### src/rtl/core/sm4_block_cipher_core_assert.svh
// ----------------------------------------------------------------------------
// SM4 core assertion macros
// Clocked property checks for the SM4 block cipher core; empty in synthesis.
// ----------------------------------------------------------------------------
`ifndef SM4_BLOCK_CIPHER_CORE_ASSERT_SVH
`define SM4_BLOCK_CIPHER_CORE_ASSERT_SVH

`ifndef SYNTHESIS

// check on every rising clk edge, off while reset is asserted
`define SM4_ASSERT(lbl, prop, msg) \
	lbl: assert property (@(posedge clk) disable iff (!arst_n) prop) else $error(msg);

// same check, tied to a state code of the sequencer
`define SM4_ASSERT_IN_STATE(lbl, st, prop, msg) \
	`SM4_ASSERT(lbl, (state_q == st) |-> prop, msg)

`else

`define SM4_ASSERT(lbl, prop, msg)

`define SM4_ASSERT_IN_STATE(lbl, st, prop, msg)

`endif

`endif

### src/rtl/core/sm4_pkg.sv
// ----------------------------------------------------------------------------
// SM4 package
// Constants, tables and round functions shared by the SM4 core.
// ----------------------------------------------------------------------------
package sm4_pkg;

	localparam int unsigned ROUND_COUNT = 32;
	localparam int unsigned RND_W       = $clog2(ROUND_COUNT);
	localparam int unsigned WORD_W      = 32;
	localparam int unsigned KEY_W       = 64;
	localparam int unsigned CFG_IDX_W   = 2;

	// configuration register indexes
	localparam logic [CFG_IDX_W-1:0] REG_KEY_UPPER = 2'd0;
	localparam logic [CFG_IDX_W-1:0] REG_KEY_LOWER = 2'd1;

	typedef logic [WORD_W-1:0] word_t;

	typedef enum logic [1:0] {
		ST_IDLE,
		ST_KEY,
		ST_RUN
	} sm4_state_t;

	localparam word_t FK [4] = '{
		32'ha3b1bac6, 32'h56aa3350, 32'h677d9197, 32'hb27022dc
	};

	localparam word_t CK [ROUND_COUNT] = '{
		32'h00070e15, 32'h1c232a31, 32'h383f464d, 32'h545b6269,
		32'h70777e85, 32'h8c939aa1, 32'ha8afb6bd, 32'hc4cbd2d9,
		32'he0e7eef5, 32'hfc030a11, 32'h181f262d, 32'h343b4249,
		32'h50575e65, 32'h6c737a81, 32'h888f969d, 32'ha4abb2b9,
		32'hc0c7ced5, 32'hdce3eaf1, 32'hf8ff060d, 32'h141b2229,
		32'h30373e45, 32'h4c535a61, 32'h686f767d, 32'h848b9299,
		32'ha0a7aeb5, 32'hbcc3cad1, 32'hd8dfe6ed, 32'hf4fb0209,
		32'h10171e25, 32'h2c333a41, 32'h484f565d, 32'h646b7279
	};

	localparam logic [7:0] SBOX [256] = '{
		8'hd6,8'h90,8'he9,8'hfe,8'hcc,8'he1,8'h3d,8'hb7,8'h16,8'hb6,8'h14,8'hc2,8'h28,8'hfb,8'h2c,8'h05,
		8'h2b,8'h67,8'h9a,8'h76,8'h2a,8'hbe,8'h04,8'hc3,8'haa,8'h44,8'h13,8'h26,8'h49,8'h86,8'h06,8'h99,
		8'h9c,8'h42,8'h50,8'hf4,8'h91,8'hef,8'h98,8'h7a,8'h33,8'h54,8'h0b,8'h43,8'hed,8'hcf,8'hac,8'h62,
		8'he4,8'hb3,8'h1c,8'ha9,8'hc9,8'h08,8'he8,8'h95,8'h80,8'hdf,8'h94,8'hfa,8'h75,8'h8f,8'h3f,8'ha6,
		8'h47,8'h07,8'ha7,8'hfc,8'hf3,8'h73,8'h17,8'hba,8'h83,8'h59,8'h3c,8'h19,8'he6,8'h85,8'h4f,8'ha8,
		8'h68,8'h6b,8'h81,8'hb2,8'h71,8'h64,8'hda,8'h8b,8'hf8,8'heb,8'h0f,8'h4b,8'h70,8'h56,8'h9d,8'h35,
		8'h1e,8'h24,8'h0e,8'h5e,8'h63,8'h58,8'hd1,8'ha2,8'h25,8'h22,8'h7c,8'h3b,8'h01,8'h21,8'h78,8'h87,
		8'hd4,8'h00,8'h46,8'h57,8'h9f,8'hd3,8'h27,8'h52,8'h4c,8'h36,8'h02,8'he7,8'ha0,8'hc4,8'hc8,8'h9e,
		8'hea,8'hbf,8'h8a,8'hd2,8'h40,8'hc7,8'h38,8'hb5,8'ha3,8'hf7,8'hf2,8'hce,8'hf9,8'h61,8'h15,8'ha1,
		8'he0,8'hae,8'h5d,8'ha4,8'h9b,8'h34,8'h1a,8'h55,8'had,8'h93,8'h32,8'h30,8'hf5,8'h8c,8'hb1,8'he3,
		8'h1d,8'hf6,8'he2,8'h2e,8'h82,8'h66,8'hca,8'h60,8'hc0,8'h29,8'h23,8'hab,8'h0d,8'h53,8'h4e,8'h6f,
		8'hd5,8'hdb,8'h37,8'h45,8'hde,8'hfd,8'h8e,8'h2f,8'h03,8'hff,8'h6a,8'h72,8'h6d,8'h6c,8'h5b,8'h51,
		8'h8d,8'h1b,8'haf,8'h92,8'hbb,8'hdd,8'hbc,8'h7f,8'h11,8'hd9,8'h5c,8'h41,8'h1f,8'h10,8'h5a,8'hd8,
		8'h0a,8'hc1,8'h31,8'h88,8'ha5,8'hcd,8'h7b,8'hbd,8'h2d,8'h74,8'hd0,8'h12,8'hb8,8'he5,8'hb4,8'hb0,
		8'h89,8'h69,8'h97,8'h4a,8'h0c,8'h96,8'h77,8'h7e,8'h65,8'hb9,8'hf1,8'h09,8'hc5,8'h6e,8'hc6,8'h84,
		8'h18,8'hf0,8'h7d,8'hec,8'h3a,8'hdc,8'h4d,8'h20,8'h79,8'hee,8'h5f,8'h3e,8'hd7,8'hcb,8'h39,8'h48
	};

	// tau: S-box on each byte
	function automatic word_t sbox_word(input word_t v);
		return {SBOX[v[31:24]], SBOX[v[23:16]], SBOX[v[15:8]], SBOX[v[7:0]]};
	endfunction

	// L for data rounds: rotations by 2, 10, 18, 24
	function automatic word_t l_data(input word_t b);
		return b ^ {b[29:0], b[31:30]} ^ {b[21:0], b[31:22]}
		         ^ {b[13:0], b[31:14]} ^ {b[7:0], b[31:8]};
	endfunction

	// L' for the key schedule: rotations by 13, 23
	function automatic word_t l_key(input word_t b);
		return b ^ {b[18:0], b[31:19]} ^ {b[8:0], b[31:9]};
	endfunction

endpackage

### src/rtl/core/sm4_block_cipher_core.sv
// ----------------------------------------------------------------------------
// SM4 block cipher core
// 128-bit SM4 encrypt/decrypt, one round per cycle on a shared round unit.
// ----------------------------------------------------------------------------
//
// Channel   Handshake                Payload
// -------   ----------------------   ------------------------------------------
// input     start & !busy            operation, in_word_a .. in_word_d
// result    done (1-cycle strobe)    out_word_a .. out_word_d
// config    cfg_valid & cfg_ready    cfg_index, cfg_data (key_upper / key_lower)
//
// After the accept edge the item runs 32 rounds on the single round unit
// (S-box word + L); the edge ending the last round loads the result register and sets
// done. The first item after reset or a key write first runs the 32-round key schedule
// on the same unit. busy drops as done rises; with start held the next item is
// taken at the edge ending the done cycle. The result cannot be stalled.
// cfg_ready is low while busy or start is high. Reset clears keys and key-ready.
//
module sm4_block_cipher_core (
	input  logic                            clk,
	input  logic                            arst_n,
	// input items
	input  logic                            start,
	output logic                            busy,
	input  logic                            operation,
	input  sm4_pkg::word_t                  in_word_a,
	input  sm4_pkg::word_t                  in_word_b,
	input  sm4_pkg::word_t                  in_word_c,
	input  sm4_pkg::word_t                  in_word_d,
	// result items
	output logic                            done,
	output sm4_pkg::word_t                  out_word_a,
	output sm4_pkg::word_t                  out_word_b,
	output sm4_pkg::word_t                  out_word_c,
	output sm4_pkg::word_t                  out_word_d,
	// configuration writes
	input  logic                            cfg_valid,
	output logic                            cfg_ready,
	input  logic [sm4_pkg::CFG_IDX_W-1:0]   cfg_index,
	input  logic [sm4_pkg::KEY_W-1:0]       cfg_data
);
	import sm4_pkg::*;

	`include "sm4_block_cipher_core_assert.svh"

	localparam logic [RND_W-1:0] RND_LAST = RND_W'(ROUND_COUNT - 1);

	sm4_state_t        state_q, state_d;
	logic [RND_W-1:0]  rnd_q, rnd_d;
	logic              done_q, done_d;
	logic              keys_ready_q;
	logic [KEY_W-1:0]  key_upper_q, key_lower_q;
	logic              op_q;

	word_t             x_q [4];            // data round window
	word_t             w_q [4];            // key schedule window
	word_t             rk_mem_q [ROUND_COUNT];
	word_t             out_a_q, out_b_q, out_c_q, out_d_q;

	logic              accept;
	logic              cfg_wr;
	logic              last_rnd;
	logic [RND_W-1:0]  rk_idx;
	word_t             win [4];
	word_t             rk_sel;
	word_t             t_in, t_sub, t_lin, new_word;

	assign accept    = start && !busy;
	assign busy      = (state_q != ST_IDLE);
	// no key write at an accepting edge: the item always sees settled keys
	assign cfg_ready = (state_q == ST_IDLE) && !start;
	assign cfg_wr    = cfg_valid && cfg_ready;
	assign last_rnd  = (rnd_q == RND_LAST);

	// ---- shared round unit -------------------------------------------------
	// Decrypt walks the round keys from the top down.
	assign rk_idx = op_q ? (RND_LAST - rnd_q) : rnd_q;

	always_comb begin
		for (int i = 0; i < 4; i++) begin
			win[i] = (state_q == ST_KEY) ? w_q[i] : x_q[i];
		end
	end

	assign rk_sel   = (state_q == ST_KEY) ? CK[rnd_q] : rk_mem_q[rk_idx];
	assign t_in     = win[1] ^ win[2] ^ win[3] ^ rk_sel;
	assign t_sub    = sbox_word(t_in);
	assign t_lin    = (state_q == ST_KEY) ? l_key(t_sub) : l_data(t_sub);
	assign new_word = win[0] ^ t_lin;

	// ---- sequencer -------------------------------------------------------
	always_ff @(posedge clk or negedge arst_n) begin
		if (!arst_n) begin
			state_q <= ST_IDLE;
			rnd_q   <= '0;
			done_q  <= 1'b0;
		end else begin
			state_q <= state_d;
			rnd_q   <= rnd_d;
			done_q  <= done_d;
		end
	end

	always_comb begin
		state_d = state_q;
		rnd_d   = rnd_q;
		done_d  = 1'b0;
		unique case (state_q)
			ST_IDLE: begin
				if (start) begin
					rnd_d   = '0;
					state_d = keys_ready_q ? ST_RUN : ST_KEY;
				end
			end
			ST_KEY: begin
				rnd_d = rnd_q + 1'b1;
				if (last_rnd) begin
					state_d = ST_RUN;
				end
			end
			ST_RUN: begin
				rnd_d = rnd_q + 1'b1;
				if (last_rnd) begin
					state_d = ST_IDLE;
					done_d  = 1'b1;
				end
			end
			default: begin
				state_d = ST_IDLE;
			end
		endcase
	end

	// ---- key registers and key-ready flag ----------------------------------
	always_ff @(posedge clk or negedge arst_n) begin
		if (!arst_n) begin
			key_upper_q  <= '0;
			key_lower_q  <= '0;
			keys_ready_q <= 1'b0;
		end else begin
			if (cfg_wr && (cfg_index == REG_KEY_UPPER)) begin
				key_upper_q  <= cfg_data;
				keys_ready_q <= 1'b0;
			end else if (cfg_wr && (cfg_index == REG_KEY_LOWER)) begin
				key_lower_q  <= cfg_data;
				keys_ready_q <= 1'b0;
			end else if ((state_q == ST_KEY) && last_rnd) begin
				keys_ready_q <= 1'b1;
			end
		end
	end

	// ---- datapath registers ------------------------------------------------
	always_ff @(posedge clk) begin
		if (accept) begin
			op_q   <= operation;
			x_q[0] <= in_word_a;
			x_q[1] <= in_word_b;
			x_q[2] <= in_word_c;
			x_q[3] <= in_word_d;
		end else if (state_q == ST_RUN) begin
			x_q[0] <= x_q[1];
			x_q[1] <= x_q[2];
			x_q[2] <= x_q[3];
			x_q[3] <= new_word;
		end
	end

	// key schedule window: K = MK ^ FK, then one word per round
	always_ff @(posedge clk) begin
		if (accept && !keys_ready_q) begin
			w_q[0] <= key_upper_q[63:32] ^ FK[0];
			w_q[1] <= key_upper_q[31:0]  ^ FK[1];
			w_q[2] <= key_lower_q[63:32] ^ FK[2];
			w_q[3] <= key_lower_q[31:0]  ^ FK[3];
		end else if (state_q == ST_KEY) begin
			w_q[0] <= w_q[1];
			w_q[1] <= w_q[2];
			w_q[2] <= w_q[3];
			w_q[3] <= new_word;
		end
	end

	// round-key store, written once per key schedule round
	always_ff @(posedge clk) begin
		if (state_q == ST_KEY) begin
			rk_mem_q[rnd_q] <= new_word;
		end
	end

	// result register: words leave reversed (X35, X34, X33, X32)
	always_ff @(posedge clk) begin
		if ((state_q == ST_RUN) && last_rnd) begin
			out_a_q <= new_word;
			out_b_q <= x_q[3];
			out_c_q <= x_q[2];
			out_d_q <= x_q[1];
		end
	end

	assign done       = done_q;
	assign out_word_a = out_a_q;
	assign out_word_b = out_b_q;
	assign out_word_c = out_c_q;
	assign out_word_d = out_d_q;

	// ---- checks --------------------------------------------------------------
	`SM4_ASSERT(a_done_idle, done |-> !busy, "done strobe while busy")
	`SM4_ASSERT(a_start_busy, (start && !busy) |=> busy, "accepted item did not go busy")
	`SM4_ASSERT(a_done_pulse, done |=> !done, "done held longer than one cycle")
	`SM4_ASSERT_IN_STATE(a_run_keys, ST_RUN, keys_ready_q, "data rounds without round keys")

endmodule

### config.mk
export PLATFORM = sky130hd
export DESIGN_NAME = sm4_block_cipher_core
export DESIGN_NICKNAME = d
export VERILOG_FILES = /design/src/rtl/core/sm4_pkg.sv /design/src/rtl/core/sm4_block_cipher_core.sv
export VERILOG_INCLUDE_DIRS = /design/src /design/src/rtl/core
export SDC_FILE = /design/constraint.sdc
export NUM_CORES = 2
export LEC_CHECK = 0
export BUFFER_PORTS_ARGS = -buffer_cell sky130_fd_sc_hd__buf_2
export CORE_UTILIZATION = 50
export CTS_CLUSTER_SIZE = 14
export DETAILED_ROUTE_END_ITERATION = 10
export HOLD_SLACK_MARGIN = 0.08
export PLACE_DENSITY = 0.66
export SLEW_MARGIN = 25
export SYNTH_ARGS = -nofsm -noshare
export SYNTH_HDL_FRONTEND = slang
export SYNTH_SLANG_ARGS = --single-unit
### constraint.sdc
create_clock -name clk -period 14.64 [get_ports clk]
set_input_delay 0.732 -clock clk [delete_from_list [all_inputs] [get_ports clk]]
set_output_delay 0.732 -clock clk [all_outputs]
set_load 0.05 [all_outputs]
==> results.py <==
metrics = {
    "status": {
        "status": "complete, no violations",
    },
    "floorplan": {
        "rows": 153,
        "start_util_pct": 50.3,
        "core_mm2": 0.174,
        "dieHeight_um": 420,
        "die_area_mm2": 0.176,
        "die_x_um": 420,
        "io_pins": 330,
    },
    "yosys": {
        "synth-main-ff-cell": "edfxtp_1",
        "yosys-top-cells-count": "edfxtp_1 (1409), nand2_1 (426), mux2i_1 (383)",
        "synth_edf_count": 1409,
        "async_flop_share_pct": 8.86,
        "synthCells": 6872,
        "syn-num-nets": 7123,
        "postSynthAreaPerCell_um2": 12.7,
        "ys_ff_latch": 1546,
        "synth.distinct_cells": 134,
        "ys_top_cells_by_area": "edfxtp_1 (48%), mux4_2 (7.3%), mux2_2 (4.6%)",
        "yosys.area.top_type": "edfxtp_1",
        "yosysMostFrequentCell": "edfxtp_1",
        "synth_area_mm2": 0.0874,
        "yosysTopAreaCellShare_pct": 48.4,
        "ys.warnings.count": 0,
        "synth.yosys.seq_area_share_pct": 52.3,
    },
    "hold_path": {
        "hold_class": "input port to flop",
        "min_from": "cfg_data[0]",
    },
    "timing": {
        "finalSetupViolCount": 0,
        "worst_slew_pin_slew_ps": 1190,
        "finalCritPeriodShare_pct": 69.3,
        "slew_headroom_pct": 19.8,
        "fin_worst_skew_ps": 77.4,
        "layout_setup_ws_ps": 4490,
        "slew_viol_final": 0,
        "rsz0062_at_grt": "false",
        "finalCriticalPeriod_ps": 10150,
        "timing.fmax_ghz": 0.0985,
        "tns_ps": 0,
        "finalHoldViolations": 0,
    },
    "drt": {
        "drtIter0Drc": 11100,
        "viasPerCell": 7.29,
        "wirelength_mm": 367,
        "drc": 0,
        "vias": 69500,
        "post_drt_wl_per_cell_um": 38.6,
        "ant_nets": 0,
        "drt_first_pass_iters": 8,
    },
    "placed_design": {
        "placed_area_mm2": 0.0916,
        "port_buffers": 329,
        "globalplace.congestion": 1.05,
        "pre_cts_ws_ps": 4810,
        "dp_hpwl_mm": 245,
        "dp.cells": 9206,
    },
    "global_routing": {
        "grt_util_all_layers_pct": 40.9,
        "grt-ovfl-total": 0,
        "antenna_found_initial": 34,
        "grt_pass1_wl_mm": 508,
        "grt_max_degree": 133,
        "grt_pass1_vias": 65900,
    },
    "clock_network": {
        "htree_num_levels": 4,
        "cts_sinks": 1546,
        "clk_latency_ps": 850,
        "post_cts_buffers": 0,
        "clock_path_buffers": 3,
        "postCtsHoldBufs": 1,
        "numCtsBuffers": 164,
        "root_buffer": "clkbuf_16",
        "clk_pin_slew_ps": 60,
        "cts_resized": 0,
        "cts_tree": "yes",
    },
    "worst_setup_path": {
        "crit_buf_inv": 4,
        "path_class": "flop to flop",
        "crit_family": "simple AND/OR/NAND/NOR gates",
        "max_stage_delay_ps": 840,
        "critPathMaxFanout": 60,
        "required_ps": 15010,
        "critPathCaptureType": "flop",
        "critical_path.startpoint": "rnd_q[1]",
        "startpoint_type": "flop",
        "r2r-start": "rnd_q[1]",
        "slowest_stage": "buf_4",
        "crit_chain": "buf_4, buf_4, mux2i_1, a22oi_1, nand4_1, a31oi_1, o211ai_1, nand3_4, buf_4, nand3_1, nor2_1, a2111oi_0, nor4_1, a211oi_1, mux2i_1, buf_4, xor2_1, xnor2_1, mux2i_1, nand2_2",
        "cp_data_arrival_time_ps": 10520,
        "crit_path_frequent_cell": "buf_4",
    },
    "layout": {
        "stdcell_area_mm2": 0.0974,
        "fin_nets": 7302,
        "area_delta_synth_final_pct": 11.5,
        "drive_gt1_share_pct": 23.8,
        "finalNonFillerCells": 9526,
    },
    "power": {
        "max-vdd-ir-drop_mv": 0.126,
        "power_leakage_nw": 35.3,
        "pwr-share-seq_pct": 51.7,
        "power.internal_w": 0.00732,
        "power_frac_clock_pct": 47.9,
        "p_per_area_mw_per_mm2": 94.4,
        "comb_power_share_pct": 0.5,
        "swShare_pct": 20.3,
        "p_sw_w": 0.00187,
    },
    "flow_run": {
        "maxCapViolCount": 0,
    },
}
-- logic make-up after synthesis --
group,Yosys count,share of synthesized area (%)
multiplexers,1030,16.4
AO/OA/AOI/OAI,1853,14.9
buffers and inverters,668,4.05
flip-flops,1546,52.3
AND/OR/NAND/NOR,1381,7.58
adder cells (fa/ha/maj),54,0.769
XOR/XNOR,340,3.96
-- worst reg2reg max path: cells and delay by family (launching register included) --
family	cells	cell delay (ps)
AOI/OAI and AO/OA	5	1660
xor gates and xnor gates	2	740
buffers and inverters	4	2600
DFF	1	790
muxes	3	1180
and+or+nand+nor	6	2700
-- cells in the final DEF, fill, tap and decap left out, types with 65 or more instances in the layout --
cell	count
xor2_1	87
edfxtp_1	1409
o22ai_1	75
nand2_1	420
a21oi_1	376
dfrtp_1	132
xnor2_1	197
mux2i_1	377
nand3_1	140
o221ai_1	66
nor3_1	110
a31oi_1	65
a221oi_1	68
inv_1	65
nor2_1	323
mux4_2	283
mux2_2	355
o21ai_0	296
buf_2	331
clkbuf_16	165
a22oi_1	151
a211oi_1	78
o211ai_1	100
buf_4	255
-- power groups by stage --
stage          combinational [W]  sequential (W)  clock, W
6_report               0.0000444         0.00475   0.00440
5_1_grt                0.0000477         0.00474   0.00458
4_1_cts                0.0000448         0.00475   0.00442
3_5_place_dp           0.0000445         0.00484         0
3_3_place_gp           0.0000439         0.00484         0
2_1_floorplan        0.000000837         0.00484         0
-- metal layers --
layer | vias to the layer above | part of all wire, % | GRT usage [%]
li1 | 27800 | - | -
met5 | - | 0.039 | 0
met3 | 1142 | 11 | 10.1
met1 | 35400 | 36 | 52.6
met4 | 22 | 7.2 | 25.0
met2 | 5170 | 45 | 62.2
-- path summary, 6_finish.rpt --
check / end / slack [ps] / cells past startpoint
max: rk_mem_q[19][29] / 4490 / 20
min: key_upper_q[0] / 140 / 2
max reg2reg: rk_mem_q[19][29] / 4490 / 20
min reg2reg: out_word_c[21] / 490 / 0
max in group asynchronous: key_upper_q[11] / 12660 / 3
min in group asynchronous: key_upper_q[49] / 550 / 2
-- metrics by stage --
stage | hold WS, ps | utilization [%] | total power [W]
3_5_place_dp | 480 | 52.8 | 0.00488
6_report | 139 | 56.1 | 0.00919
4_1_cts | 89.1 | 56.0 | 0.00922
3_3_place_gp | 472 | 52.7 | 0.00488
5_1_grt | 119 | 56.1 | 0.00938
2_1_floorplan | 436 | - | 0.00484
-- area by class of cell --
| type | count | area, um^2 |
|---|---|---|
| Clock buffer | 209 | 4360 |
| Clock inverter | 94 | 1280 |
| Fill cell | 14200 | 76200 |
| Antenna cell | 13 | 32.5 |
| Inverter | 84 | 322 |
| Tap cell | 2325 | 2910 |
| Timing Repair Buffer | 597 | 3760 |
| Sequential cell | 1546 | 45800 |
| Multi-Input combinational cell | 4658 | 39000 |
-- sequential cells by signal, indices dropped and copies added (netlist names), 64 cells and up --
name and flops:
x_q 128, key_lower_q 64, w_q 128, rk_mem_q 1024
key_upper_q 64
No activity file was read; power rests on OpenSTA's default activity.
